<file path="src/hw/rtl/utx_pkg.sv">
// ----------------------------------------------------------------------------
// utx_pkg
// Types, constants and the UTF-8 encoder shared by the transcoder modules.
// ----------------------------------------------------------------------------
`default_nettype none

package utx_pkg;

    localparam int LENGTH_BITS = 32;
    localparam logic [31:0] COUNT_MAX = (LENGTH_BITS >= 32) ? 32'hFFFF_FFFF
                                      : 32'((64'd1 << LENGTH_BITS) - 64'd1);

    localparam int QDEPTH = 2;
    localparam int QPTR_W = (QDEPTH > 1) ? $clog2(QDEPTH) : 1;
    localparam int QCNT_W = $clog2(QDEPTH + 1);

    localparam logic [15:0] SURR_HI_BASE = 16'hD800;
    localparam logic [15:0] SURR_LO_BASE = 16'hDC00;
    localparam logic [15:0] SURR_END     = 16'hE000;
    localparam logic [31:0] SUPP_BASE    = 32'h0001_0000;
    localparam logic [31:0] LIM_1B       = 32'h0000_0080;
    localparam logic [31:0] LIM_2B       = 32'h0000_0800;
    localparam logic [31:0] LIM_3B       = 32'h0001_0000;
    localparam logic [31:0] LIM_4B       = 32'h0020_0000;
    localparam logic [7:0]  LEAD_2B      = 8'hC0;
    localparam logic [7:0]  LEAD_3B      = 8'hE0;
    localparam logic [7:0]  LEAD_4B      = 8'hF0;
    localparam logic [7:0]  CONT_BYTE    = 8'h80;
    localparam logic [7:0]  HASH_CHAR    = 8'h23;

    localparam logic FMT_UTF16 = 1'b0;
    localparam logic FMT_UTF32 = 1'b1;

    typedef struct packed {
        logic [31:0] code_unit;
        logic        end_of_string;
    } t_in_item;

    typedef struct packed {
        logic [7:0]  out_byte;
        logic        byte_present;
        logic        last_of_run;
        logic        string_done;
        logic        halted;
        logic [31:0] total_length;
    } t_out_item;

    typedef struct packed {
        logic [3:0][7:0] byte_seq;
        logic [2:0]      n_bytes;
    } t_enc;

    // one queued item: its bytes and end-of-string report
    typedef struct packed {
        logic [3:0][7:0] byte_seq;
        logic [2:0]      n_bytes;
        logic [2:0]      n_res;
        logic            eos;
        logic            halted;
        logic [31:0]     total;
    } t_job;

    function automatic t_enc utx_encode(input logic [31:0] cp);
        t_enc e;
        e.byte_seq = '0;
        e.n_bytes  = 3'd1;
        if (cp < LIM_1B) begin
            e.byte_seq[0] = cp[7:0];
        end else if (cp < LIM_2B) begin
            e.byte_seq[0] = LEAD_2B | {3'b000, cp[10:6]};
            e.byte_seq[1] = CONT_BYTE | {2'b00, cp[5:0]};
            e.n_bytes     = 3'd2;
        end else if (cp < LIM_3B) begin
            e.byte_seq[0] = LEAD_3B | {4'b0000, cp[15:12]};
            e.byte_seq[1] = CONT_BYTE | {2'b00, cp[11:6]};
            e.byte_seq[2] = CONT_BYTE | {2'b00, cp[5:0]};
            e.n_bytes     = 3'd3;
        end else if (cp < LIM_4B) begin
            e.byte_seq[0] = LEAD_4B | {5'b00000, cp[20:18]};
            e.byte_seq[1] = CONT_BYTE | {2'b00, cp[17:12]};
            e.byte_seq[2] = CONT_BYTE | {2'b00, cp[11:6]};
            e.byte_seq[3] = CONT_BYTE | {2'b00, cp[5:0]};
            e.n_bytes     = 3'd4;
        end else begin
            e.byte_seq[0] = HASH_CHAR;
        end
        return e;
    endfunction

endpackage

`default_nettype wire

</file>
<file path="src/hw/rtl/utx_front.sv">
// ----------------------------------------------------------------------------
// utx_front
// Accepts code units, tracks surrogates, halt and byte count, builds jobs.
// ----------------------------------------------------------------------------
`default_nettype none

module utx_front
    import utx_pkg::*;
(
    input  wire logic     i_clk,
    input  wire logic     i_rst_n,
    input  wire logic     i_cfg_wr_en,
    input  wire logic     i_cfg_wr_data,
    input  wire logic     i_in_valid,
    output logic          o_in_ready,
    input  wire t_in_item i_in_item,
    output logic          o_push,
    input  wire logic     i_q_ready,
    output t_job          o_job
);

    logic        r_fmt;
    logic [9:0]  r_held_bits, n_held_bits;
    logic        r_held_valid, n_held_valid;
    logic        r_halt, n_halt;
    logic [31:0] r_count, n_count;

    logic        accept;
    logic        eos;
    logic [15:0] x;
    logic        is_high, is_low;
    logic [31:0] cp;
    logic        do_enc;
    t_enc        enc;
    logic [2:0]  n_bytes;
    logic [32:0] sum;
    logic [31:0] cnt_upd;

    assign o_in_ready = i_q_ready;
    assign accept     = i_in_valid && i_q_ready;
    assign eos        = i_in_item.end_of_string;
    assign x          = i_in_item.code_unit[15:0];
    assign is_high    = (x >= SURR_HI_BASE) && (x < SURR_LO_BASE);
    assign is_low     = (x >= SURR_LO_BASE) && (x < SURR_END);

    always_comb begin
        n_held_bits  = r_held_bits;
        n_held_valid = r_held_valid;
        n_halt       = r_halt;
        do_enc       = 1'b0;
        cp           = {16'h0000, x};
        if (!r_halt) begin
            if (r_fmt == FMT_UTF32) begin
                n_held_valid = 1'b0;
                n_held_bits  = '0;
                do_enc       = 1'b1;
                cp           = i_in_item.code_unit;
            end else if (r_held_valid) begin
                if (is_low) begin
                    do_enc = 1'b1;
                    cp     = {12'h000, r_held_bits, x[9:0]} + SUPP_BASE;
                end else begin
                    n_halt = 1'b1;
                end
                n_held_valid = 1'b0;
                n_held_bits  = '0;
            end else if (is_high) begin
                if (eos) begin
                    n_halt = 1'b1;
                end else begin
                    n_held_valid = 1'b1;
                    n_held_bits  = x[9:0];
                end
            end else if (is_low) begin
                n_halt = 1'b1;
            end else begin
                do_enc = 1'b1;
            end
        end
    end

    assign enc     = utx_encode(cp);
    assign n_bytes = do_enc ? enc.n_bytes : 3'd0;
    assign sum     = {1'b0, r_count} + {30'd0, n_bytes};
    assign cnt_upd = (sum > {1'b0, COUNT_MAX}) ? COUNT_MAX : sum[31:0];
    assign n_count = cnt_upd;

    always_comb begin
        o_job.byte_seq = enc.byte_seq;
        o_job.n_bytes  = n_bytes;
        o_job.n_res    = (n_bytes == 3'd0) ? 3'd1 : n_bytes;
        o_job.eos      = eos;
        o_job.halted   = n_halt;
        o_job.total    = cnt_upd;
    end

    // items with no byte and no end report produce nothing
    assign o_push = accept && ((n_bytes != 3'd0) || eos);

    always_ff @(posedge i_clk) begin
        if (!i_rst_n) begin
            r_fmt        <= FMT_UTF16;
            r_held_bits  <= '0;
            r_held_valid <= 1'b0;
            r_halt       <= 1'b0;
            r_count      <= '0;
        end else begin
            if (i_cfg_wr_en) begin
                r_fmt <= i_cfg_wr_data;
            end
            if (accept) begin
                if (eos) begin
                    r_held_bits  <= '0;
                    r_held_valid <= 1'b0;
                    r_halt       <= 1'b0;
                    r_count      <= '0;
                end else begin
                    r_held_bits  <= n_held_bits;
                    r_held_valid <= n_held_valid;
                    r_halt       <= n_halt;
                    r_count      <= n_count;
                end
            end
        end
    end

endmodule

`default_nettype wire

</file>
<file path="src/hw/rtl/utx_queue.sv">
// ----------------------------------------------------------------------------
// utx_queue
// Short job queue between the front and the back.
// ----------------------------------------------------------------------------
`default_nettype none

module utx_queue
    import utx_pkg::*;
(
    input  wire logic i_clk,
    input  wire logic i_rst_n,
    input  wire logic i_push,
    input  wire t_job i_job,
    output logic      o_ready,
    output logic      o_valid,
    input  wire logic i_pop,
    output t_job      o_job
);

    t_job              r_mem [QDEPTH];
    logic [QPTR_W-1:0] r_wr_ptr, r_rd_ptr;
    logic [QCNT_W-1:0] r_cnt;
    logic              do_push, do_pop;

    assign o_ready = (r_cnt != QCNT_W'(QDEPTH));
    assign o_valid = (r_cnt != '0);
    assign o_job   = r_mem[r_rd_ptr];
    assign do_push = i_push && o_ready;
    assign do_pop  = i_pop && o_valid;

    always_ff @(posedge i_clk) begin
        if (do_push) begin
            r_mem[r_wr_ptr] <= i_job;
        end
    end

    always_ff @(posedge i_clk) begin
        if (!i_rst_n) begin
            r_wr_ptr <= '0;
            r_rd_ptr <= '0;
            r_cnt    <= '0;
        end else begin
            if (do_push) begin
                r_wr_ptr <= (r_wr_ptr == QPTR_W'(QDEPTH - 1)) ? '0 : r_wr_ptr + 1'b1;
            end
            if (do_pop) begin
                r_rd_ptr <= (r_rd_ptr == QPTR_W'(QDEPTH - 1)) ? '0 : r_rd_ptr + 1'b1;
            end
            if (do_push && !do_pop) begin
                r_cnt <= r_cnt + 1'b1;
            end else if (do_pop && !do_push) begin
                r_cnt <= r_cnt - 1'b1;
            end
        end
    end

endmodule

`default_nettype wire

</file>
<file path="src/hw/rtl/utx_back.sv">
// ----------------------------------------------------------------------------
// utx_back
// Takes jobs from the queue and sends out one result item per cycle while i_out_ready is high.
// ----------------------------------------------------------------------------
`default_nettype none

module utx_back
    import utx_pkg::*;
(
    input  wire logic i_clk,
    input  wire logic i_rst_n,
    input  wire logic i_q_valid,
    input  wire t_job i_q_job,
    output logic      o_pop,
    output logic      o_out_valid,
    input  wire logic i_out_ready,
    output t_out_item o_out_item
);

    t_job       r_job;
    logic [1:0] r_idx;
    logic       r_busy;
    logic       is_last;
    logic       has_byte;
    logic       take;

    assign is_last  = ({1'b0, r_idx} == (r_job.n_res - 3'd1));
    assign has_byte = ({1'b0, r_idx} < r_job.n_bytes);
    assign take     = r_busy && i_out_ready;
    assign o_pop    = i_q_valid && (!r_busy || (take && is_last));

    assign o_out_valid = r_busy;

    always_comb begin
        o_out_item.out_byte     = has_byte ? r_job.byte_seq[r_idx] : 8'h00;
        o_out_item.byte_present = has_byte;
        o_out_item.last_of_run  = is_last;
        o_out_item.string_done  = is_last && r_job.eos;
        o_out_item.halted       = is_last && r_job.eos && r_job.halted;
        o_out_item.total_length = (is_last && r_job.eos) ? r_job.total : 32'd0;
    end

    always_ff @(posedge i_clk) begin
        if (o_pop) begin
            r_job <= i_q_job;
        end
    end

    always_ff @(posedge i_clk) begin
        if (!i_rst_n) begin
            r_busy <= 1'b0;
            r_idx  <= '0;
        end else if (o_pop) begin
            r_busy <= 1'b1;
            r_idx  <= '0;
        end else if (take) begin
            if (is_last) begin
                r_busy <= 1'b0;
            end else begin
                r_idx <= r_idx + 2'd1;
            end
        end
    end

endmodule

`default_nettype wire

</file>
<file path="src/hw/rtl/utf16_utf32_to_utf8_transcoder.sv">
// path: accepted items are registered in the job queue, then in the back end job register
// throughput: one result item per cycle while i_out_ready is high; an item gives 1 to 4
// result items (its byte count, or one marker item if it has no byte), set by the back
// end serialiser; single-result items stream one per cycle through the two-entry queue
// reset: synchronous active-low i_rst_n clears format to utf-16, all string
// state and the queue; no clearing pass is needed
// ----------------------------------------------------------------------------
// utf16_utf32_to_utf8_transcoder
// Converts utf-16 or utf-32 code units into a stream of utf-8 bytes.
// ----------------------------------------------------------------------------
`default_nettype none

module utf16_utf32_to_utf8_transcoder
    import utx_pkg::*;
(
    input  wire logic     i_clk,
    input  wire logic     i_rst_n,
    input  wire logic     i_cfg_wr_en,
    input  wire logic     i_cfg_wr_data,
    input  wire logic     i_in_valid,
    output logic          o_in_ready,
    input  wire t_in_item i_in_item,
    output logic          o_out_valid,
    input  wire logic     i_out_ready,
    output t_out_item     o_out_item
);

    logic push, q_ready, q_valid, pop;
    t_job front_job, q_job;

    utx_front u_front (
        .i_clk         (i_clk),
        .i_rst_n       (i_rst_n),
        .i_cfg_wr_en   (i_cfg_wr_en),
        .i_cfg_wr_data (i_cfg_wr_data),
        .i_in_valid    (i_in_valid),
        .o_in_ready    (o_in_ready),
        .i_in_item     (i_in_item),
        .o_push        (push),
        .i_q_ready     (q_ready),
        .o_job         (front_job)
    );

    utx_queue u_queue (
        .i_clk   (i_clk),
        .i_rst_n (i_rst_n),
        .i_push  (push),
        .i_job   (front_job),
        .o_ready (q_ready),
        .o_valid (q_valid),
        .i_pop   (pop),
        .o_job   (q_job)
    );

    utx_back u_back (
        .i_clk       (i_clk),
        .i_rst_n     (i_rst_n),
        .i_q_valid   (q_valid),
        .i_q_job     (q_job),
        .o_pop       (pop),
        .o_out_valid (o_out_valid),
        .i_out_ready (i_out_ready),
        .o_out_item  (o_out_item)
    );

endmodule

`default_nettype wire

</file>
<file path="config.mk">
export PLATFORM = sky130hd
export DESIGN_NAME = utf16_utf32_to_utf8_transcoder
export DESIGN_NICKNAME = d
export VERILOG_FILES = /design/src/hw/rtl/utx_pkg.sv /design/src/hw/rtl/utx_front.sv /design/src/hw/rtl/utx_queue.sv /design/src/hw/rtl/utx_back.sv /design/src/hw/rtl/utf16_utf32_to_utf8_transcoder.sv
export SDC_FILE = /design/constraint.sdc
export NUM_CORES = 1
export LEC_CHECK = 0
export ABC_AREA = 1
export BUFFER_PORTS_ARGS = -buffer_cell sky130_fd_sc_hd__buf_2
export CAP_MARGIN = 30
export CORE_ASPECT_RATIO = 0.5
export CORE_MARGIN = 2
export CORE_UTILIZATION = 65
export CTS_CLUSTER_DIAMETER = 60
export DETAILED_ROUTE_END_ITERATION = 6
export PLACE_DENSITY_LB_ADDON = 0.25
export REMOVE_ABC_BUFFERS = 1
export SETUP_SLACK_MARGIN = 0.15
export SLEW_MARGIN = 10
export SYNTH_ARGS = -nofsm -noshare
export SYNTH_HDL_FRONTEND = slang
export SYNTH_SLANG_ARGS = --single-unit
</file>
<file path="constraint.sdc">
create_clock -name i_clk -period 6.9 [get_ports i_clk]
set_clock_uncertainty 0.15 [all_clocks]
set_input_delay 0.345 -clock i_clk [delete_from_list [all_inputs] [get_ports i_clk]]
set_output_delay 0.345 -clock i_clk [all_outputs]
set_load 0.05 [all_outputs]
</file>
==> results of run 1 <==
==> repair_timing <==
action | in CTS | in global routing
hold buffers | 4 | 0
resized for setup | 0 | 0
hold endpoints to repair | 6 | 0
==> state kept, by name (all words and copies together), names as in the netlist, 2 cells and up <==
register	cells
u_queue.r_cnt	2
u_front.r_count	32
u_back.r_idx	2
u_front.r_held_bits	10
u_queue.r_mem	138
u_back.r_job	69
==> cell families after synthesis <==
| logic type | count (synthesis) |
|---|---|
| simple gates | 686 |
| buf+inv | 174 |
| flops | 259 |
| compound gates | 113 |
| fa+ha+maj | 8 |
| xor+xnor | 27 |
==> worst register-to-register path, delay by kind of cell (launching register included) <==
family / cells / cell delay [ns]
AO/OA/AOI/OAI: 4 / 1.04
adder cells (fa/ha/maj): 2 / 0.69
buffers and inverters: 2 / 0.15
flip-flops: 1 / 0.41
AND/OR/NAND/NOR: 12 / 2.88
==> placed cells by master (no fill, tap or decap), types with 4 or more instances in the layout <==
cell and n:
clkbuf_16 23, nand3_1 37, xnor2_1 8, inv_1 124, a21oi_1 64, nor2_4 7, a211oi_1 4, buf_4 10
dfxtp_1 51, nor3_1 12, buf_2 84, edfxtp_1 207, nand4_1 19, dlygate4sd3_1 4, nand2_2 12, clkbuf_1 4
nor2_1 134, nand3_2 9, clkinv_2 5, xor2_1 19, inv_2 5, o21ai_0 33, ha_1 7, nand2_1 443
==> report_power, final <==
group          internal (mW)  leakage [nW]  total (mW)  switching, mW
Clock                  0.685         0.357        1.23          0.548
Combinational          0.317          2.92        1.39           1.08
Sequential              2.16          2.41        2.26          0.102
==> metal layers <==
metal / routed length, um / vias up
li1: - / 4276
met1: 11130 / 4096
met2: 13170 / 295
met3: 1467 / 49
met4: 488 / 0
met5: 0 / -
==> layout make-up <==
class | count | area, um^2
Sequential cell | 259 | 7258
Tap cell | 234 | 292.8
Fill cell | 1264 | 4370
Inverter | 129 | 484.2
Timing Repair Buffer | 101 | 595.6
Multi-Input combinational cell | 834 | 3852
Clock buffer | 30 | 631.9
Clock inverter | 11 | 83.83
==> final timing paths <==
kind                             to  slack, ns
min          u_front.r_held_bits[8]       0.03
min reg2reg     u_front.r_count[15]       0.33
max reg2reg      u_front.r_count[3]       1.49
max              u_front.r_count[3]       1.49
==> flow_metrics.tcl, run 1 <==
set metrics [dict create \
    dp_hpwl_um 16910 \
    top_usage_layer "met2" \
    setup_tns_ns 0 \
    ys_types 41 \
    leakage_nw 5.689 \
    rows 34 \
    ys_seq_area_share_pct 61.40 \
    post-route-util_pct 75.12 \
    core_um2 17570 \
    clock_path_buffers 3 \
    synth_top_family_by_area "simple AND/OR/NAND/NOR gates" \
    nets 1395 \
    post-route-min-period_ns 5.412 \
    ys_ff_latch 259 \
    synthFlopType "edfxtp_1" \
    wire_per_inst_um 16.43 \
    die_w_um 194.7 \
    cp_num_buf_inv 2 \
    crit_top_cell "nand2_1" \
    synth_simple_gate_area_share_pct 24.45 \
    peakVddDrop_uv 225.6 \
    ff2ff_path_depth 20 \
    drive_above_1_share_pct 13.05 \
    cp_top_family "simple AND/OR/NAND/NOR gates" \
    slew_viol_final 0 \
    max_freq_mhz 184.8 \
    hold_depth 3 \
    yosysTopAreaCell "edfxtp_1" \
    cp.depth 20 \
    grt_overflow 0 \
    synth_warnings 0 \
    htree_levels 1 \
    setup_slack_ns 1.488 \
    stdcell_area_um2 13200 \
    start_util_pct 67.27 \
    worst_pin_slew_ns 0.8194 \
    die_h_um 99.35 \
    stdcell_count 1598 \
    cts_tree "yes" \
    powerDensity_nw_per_um2 370.1 \
    grt.met1_usage_pct 36.74 \
    synth-edff-count 207 \
    rsz0062_at_grt "no" \
    synth_compound_area_share_pct 5.145 \
    grt_pass1_vias 8764 \
    worstPathMaxFanout 32 \
    postCtsSetupRepairBufs 0 \
    fin_hold_ws_ns 0.02630 \
    synth-async-reset-ratio_pct 0 \
    wl_um 26250 \
    antenna_found_initial 0 \
    finalSetupViolCount 0 \
    crit_required_ns 7.18 \
    synthTopCellsByArea "edfxtp_1, nand2_1, dfxtp_1" \
    clock_latency_ns 0.51 \
    hold_start "i_in_item[9]" \
    ios 85 \
    synthAdderAreaFrac_pct 0.9104 \
    dp.cells 1549 \
    synth_area_per_cell_um2 9.328 \
    worst_setup_path_end_kind "register" \
    worstReg2RegStart "u_front.r_halt" \
    path_class "reg -> reg" \
    relSlewSlack_pct 45.37 \
    critPathLaunchType "register" \
    worstPathCellList "nor2_1, nand2_1, nand2_1, nor2_2, nand3_2, nand2_4, nand2_1, a21oi_2, ha_1, inv_1, fa_1, inv_1, nand2_1, a21oi_4, nand3_2, nor2_4, nand3_2, o21ai_0, nand2_1, a21oi_1" \
    arrival_ns 5.69 \
    dr.pass1.iters 6 \
    path_clk_slew_ns 0.07 \
    hold_viol_final 0 \
    synth_top_area_share_pct 52.59 \
    cp_slowest_cell "nand3_2" \
    vias_per_cell 5.454 \
    place_worst_setup_slack_ns 1.490 \
    port_buffers 84 \
    place_area_um2 12380 \
    grt_max_degree 71 \
    antenna_left 0 \
    cts.sinks 259 \
    drc 0 \
    root_buffer "clkbuf_16" \
    total_power_mw 4.885 \
    ys_top_cells_by_count "nand2_1, edfxtp_1, nor2_1, inv_1, a21oi_1" \
    hold_path.class "in -> reg" \
    slowest_delay_ns 0.60 \
    drtIter0Drc 733 \
    track_usage_pct 28.02 \
    cts_buffers 23 \
    max_cap_violations 0 \
    synth_area_um2 11820 \
    diodes 0 \
    syn_inst 1267 \
    dr_total_vias 8716 \
    synth_mux_area_share_pct 0 \
    use_met2_pct 50.81 \
    synth_xor_area_share_pct 2.001 \
    status "complete, no violations" \
    dieArea_um2 19340 \
    gr-usage-met3_pct 3.120 \
    min_period_over_period_pct 78.43 \
    yosysMostFrequentCell "nand2_1" \
    startpoint "u_front.r_halt" \
    place_congestion 0.9254 \
    grt_pass1_wl_um 43050 \
    area_growth_pct 11.68 \
]
(Power assumes the default switching activity.)
==> run 2: changes to the inputs <==
--- a/config.mk
+++ b/config.mk
@@ -10,7 +10,7 @@
 export CAP_MARGIN = 30
 export CORE_ASPECT_RATIO = 0.5
 export CORE_MARGIN = 2
-export CORE_UTILIZATION = 65
+export CORE_UTILIZATION = 55
 export CTS_CLUSTER_DIAMETER = 60
 export DETAILED_ROUTE_END_ITERATION = 6
 export PLACE_DENSITY_LB_ADDON = 0.25
==> constraint.sdc (replaced) <==
create_clock -name i_clk -period 4.8 [get_ports i_clk]
set_clock_uncertainty 0.15 [all_clocks]
set_input_delay 0.24 -clock i_clk [delete_from_list [all_inputs] [get_ports i_clk]]
set_output_delay 0.24 -clock i_clk [all_outputs]
set_load 0.05 [all_outputs]
==> flow_metrics.tcl, run 2 (synthesis results as in run 1) <==
set metrics [dict create \
    status "complete, no violations" \
    critPathLaunchType "register" \
    worst_setup_path_end_kind "register" \
    antenna_left 0 \
    start_util_pct 56.73 \
    grt_pass1_vias 8592 \
    ios 85 \
    area.sequential_um2 7258 \
    min_period_over_period_pct 88.28 \
    max_cap_violations 0 \
    place_area_um2 12500 \
    reg_top3 "u_queue.r_mem x138, u_back.r_job x69, u_front.r_count x32" \
    path_clk_slew_ns 0.06 \
    power_frac_seq_pct 46.8 \
    antenna_found_initial 0 \
    max_freq_mhz 236.0 \
    diodes 0 \
    powerDensity_nw_per_um2 518.8 \
    clock_latency_ns 0.52 \
    fill_cells 1724 \
    die_w_um 211.3 \
    mostFrequentLayoutCell "nand2_1" \
    port_buffers 84 \
    vias_per_cell 5.250 \
    slowest_delay_ns 0.44 \
    arrival_ns 4.53 \
    place_worst_setup_slack_ns 0.2726 \
    grt_pass1_wl_um 43270 \
    multi_input_area_um2 3870 \
    dp_hpwl_um 17500 \
    worst_pin_slew_ns 0.9116 \
    comb_power_share_pct 28.7 \
    wire_per_inst_um 16.17 \
    path_class "reg -> reg" \
    nets 1413 \
    p_sw_mw 2.462 \
    leakage_nw 5.735 \
    area_growth_pct 13.11 \
    drtIter0Drc 623 \
    core_um2 20830 \
    cp_slowest_cell "fa_1" \
    die_h_um 107.7 \
    drc 0 \
    post-route-min-period_ns 4.237 \
    htree_levels 1 \
    finalSetupViolCount 0 \
    largest_reg_flops 138 \
    hold_viol_final 0 \
    cts_buffers 23 \
    grt_max_degree 70 \
    clkPwrFrac_pct 24.5 \
    relSlewSlack_pct 38.76 \
    rows 37 \
    cp_num_buf_inv 3 \
    crit_top_cell "nand2_1" \
    wl_um 26740 \
    cp_top_family "simple AND/OR/NAND/NOR gates" \
    drive_above_1_share_pct 13.33 \
    dr.pass1.iters 5 \
    post-route-util_pct 64.17 \
    dp.cells 1595 \
    rsz0062_at_grt "no" \
    dieArea_um2 22750 \
    setup_slack_ns 0.5625 \
    swShare_pct 35.50 \
    stdcell_count 1653 \
    p_int_mw 4.473 \
    peakVddDrop_uv 323.5 \
    mostFrequentLayoutCells "nand2_1, edfxtp_1, nor2_1, inv_1, buf_2" \
    place_congestion 0.9374 \
    crit_required_ns 5.09 \
    regMostFlops "u_queue.r_mem" \
    worstPathMaxFanout 20 \
    track_usage_pct 24.21 \
    dr_total_vias 8679 \
    worstPathCellList "nand2_2, nor3_4, nand3_1, nand2_1, nand2_2, nor2_1, nand2_1, nand2_2, nand2_1, a21oi_4, ha_2, inv_1, fa_1, inv_1, nand2_1, a21oi_4, nand3_2, nor2_4, nand3_2, buf_4, nand2_1, nand2_1, a21oi_1" \
    clock_path_buffers 3 \
    cts_tree "yes" \
    cts.sinks 259 \
    grt_overflow 0 \
    hold_path.class "in -> reg" \
    root_buffer "clkbuf_16" \
    stdcell_area_um2 13370 \
    fin_hold_ws_ns 0.02371 \
    slew_viol_final 0 \
]
==> run 2: per-layer routing <==
| layer | global-route usage (%) | vias to the layer above | wire, um |
|---|---|---|---|
| met5 | 0 | - | 0 |
| met4 | 4.326 | 0 | 416 |
| met3 | 3.238 | 31 | 1162 |
| met2 | 43.44 | 213 | 13260 |
| met1 | 32.06 | 4129 | 11890 |
| li1 | - | 4306 | - |
==> run 2: area by class of cell <==
type	instances	area share (%)
Clock buffer	29	4.633
Inverter	129	3.622
Multi-Input combinational cell	834	28.95
Clock inverter	10	0.3838
Sequential cell	259	54.30
Tap cell	273	2.555
Timing Repair Buffer	119	5.560
==> run 2: repair_timing <==
action / CTS / global route
endpoints found under the hold margin: 32 / 0
hold buffers: 14 / 0
resized for setup: 0 / 4
endpoints found under the setup margin: 0 / 96
buffers inserted: 0 / 5
==> run 2: per-stage QoR <==
step / TNS, ns / total power [mW]
after detailed placement: 0 / 5.281
after global routing: 0 / 7.300
after CTS: 0 / 6.981
after global placement: 0 / 5.217
final: 0 / 6.935
after floorplan: -39.12 / 4.671
==> run 2: power groups by stage <==
stage                     sequential (mW)  combinational (mW)  clock, mW
after floorplan                      3.34                1.33          0
after global placement               3.27                1.94          0
after detailed placement             3.29                1.99          0
after CTS                            3.25                2.01       1.72
after global routing                 3.29                2.20       1.81
final                                3.25                1.99       1.70
==> run 2: worst register-to-register path, stage by stage, from the launching register on <==
cell and delay (ns):
dfxtp_1 0.40, nand2_2 0.10, nor3_4 0.24, nand3_1 0.11, nand2_1 0.15, nand2_2 0.17, nor2_1 0.12, nand2_1 0.13
nand2_2 0.12, nand2_1 0.13, a21oi_4 0.20, ha_2 0.24, inv_1 0.07, fa_1 0.44, inv_1 0.07, nand2_1 0.07
a21oi_4 0.21, nand3_2 0.18, nor2_4 0.18, nand3_2 0.09, buf_4 0.24, nand2_1 0.15, nand2_1 0.07, a21oi_1 0.13
==> run 2: worst paths after layout <==
kind / slack [ns] / start / depth (start not counted) / to
setup / recovery: 0.56 / u_front.r_held_valid / 23 / u_front.r_count[20]
hold / removal: 0.02 / i_in_item[2] / 3 / u_queue.r_mem[0][57]
setup reg to reg: 0.56 / u_front.r_held_valid / 23 / u_front.r_count[20]
hold reg to reg: 0.32 / u_front.r_count[15] / 2 / u_front.r_count[15]
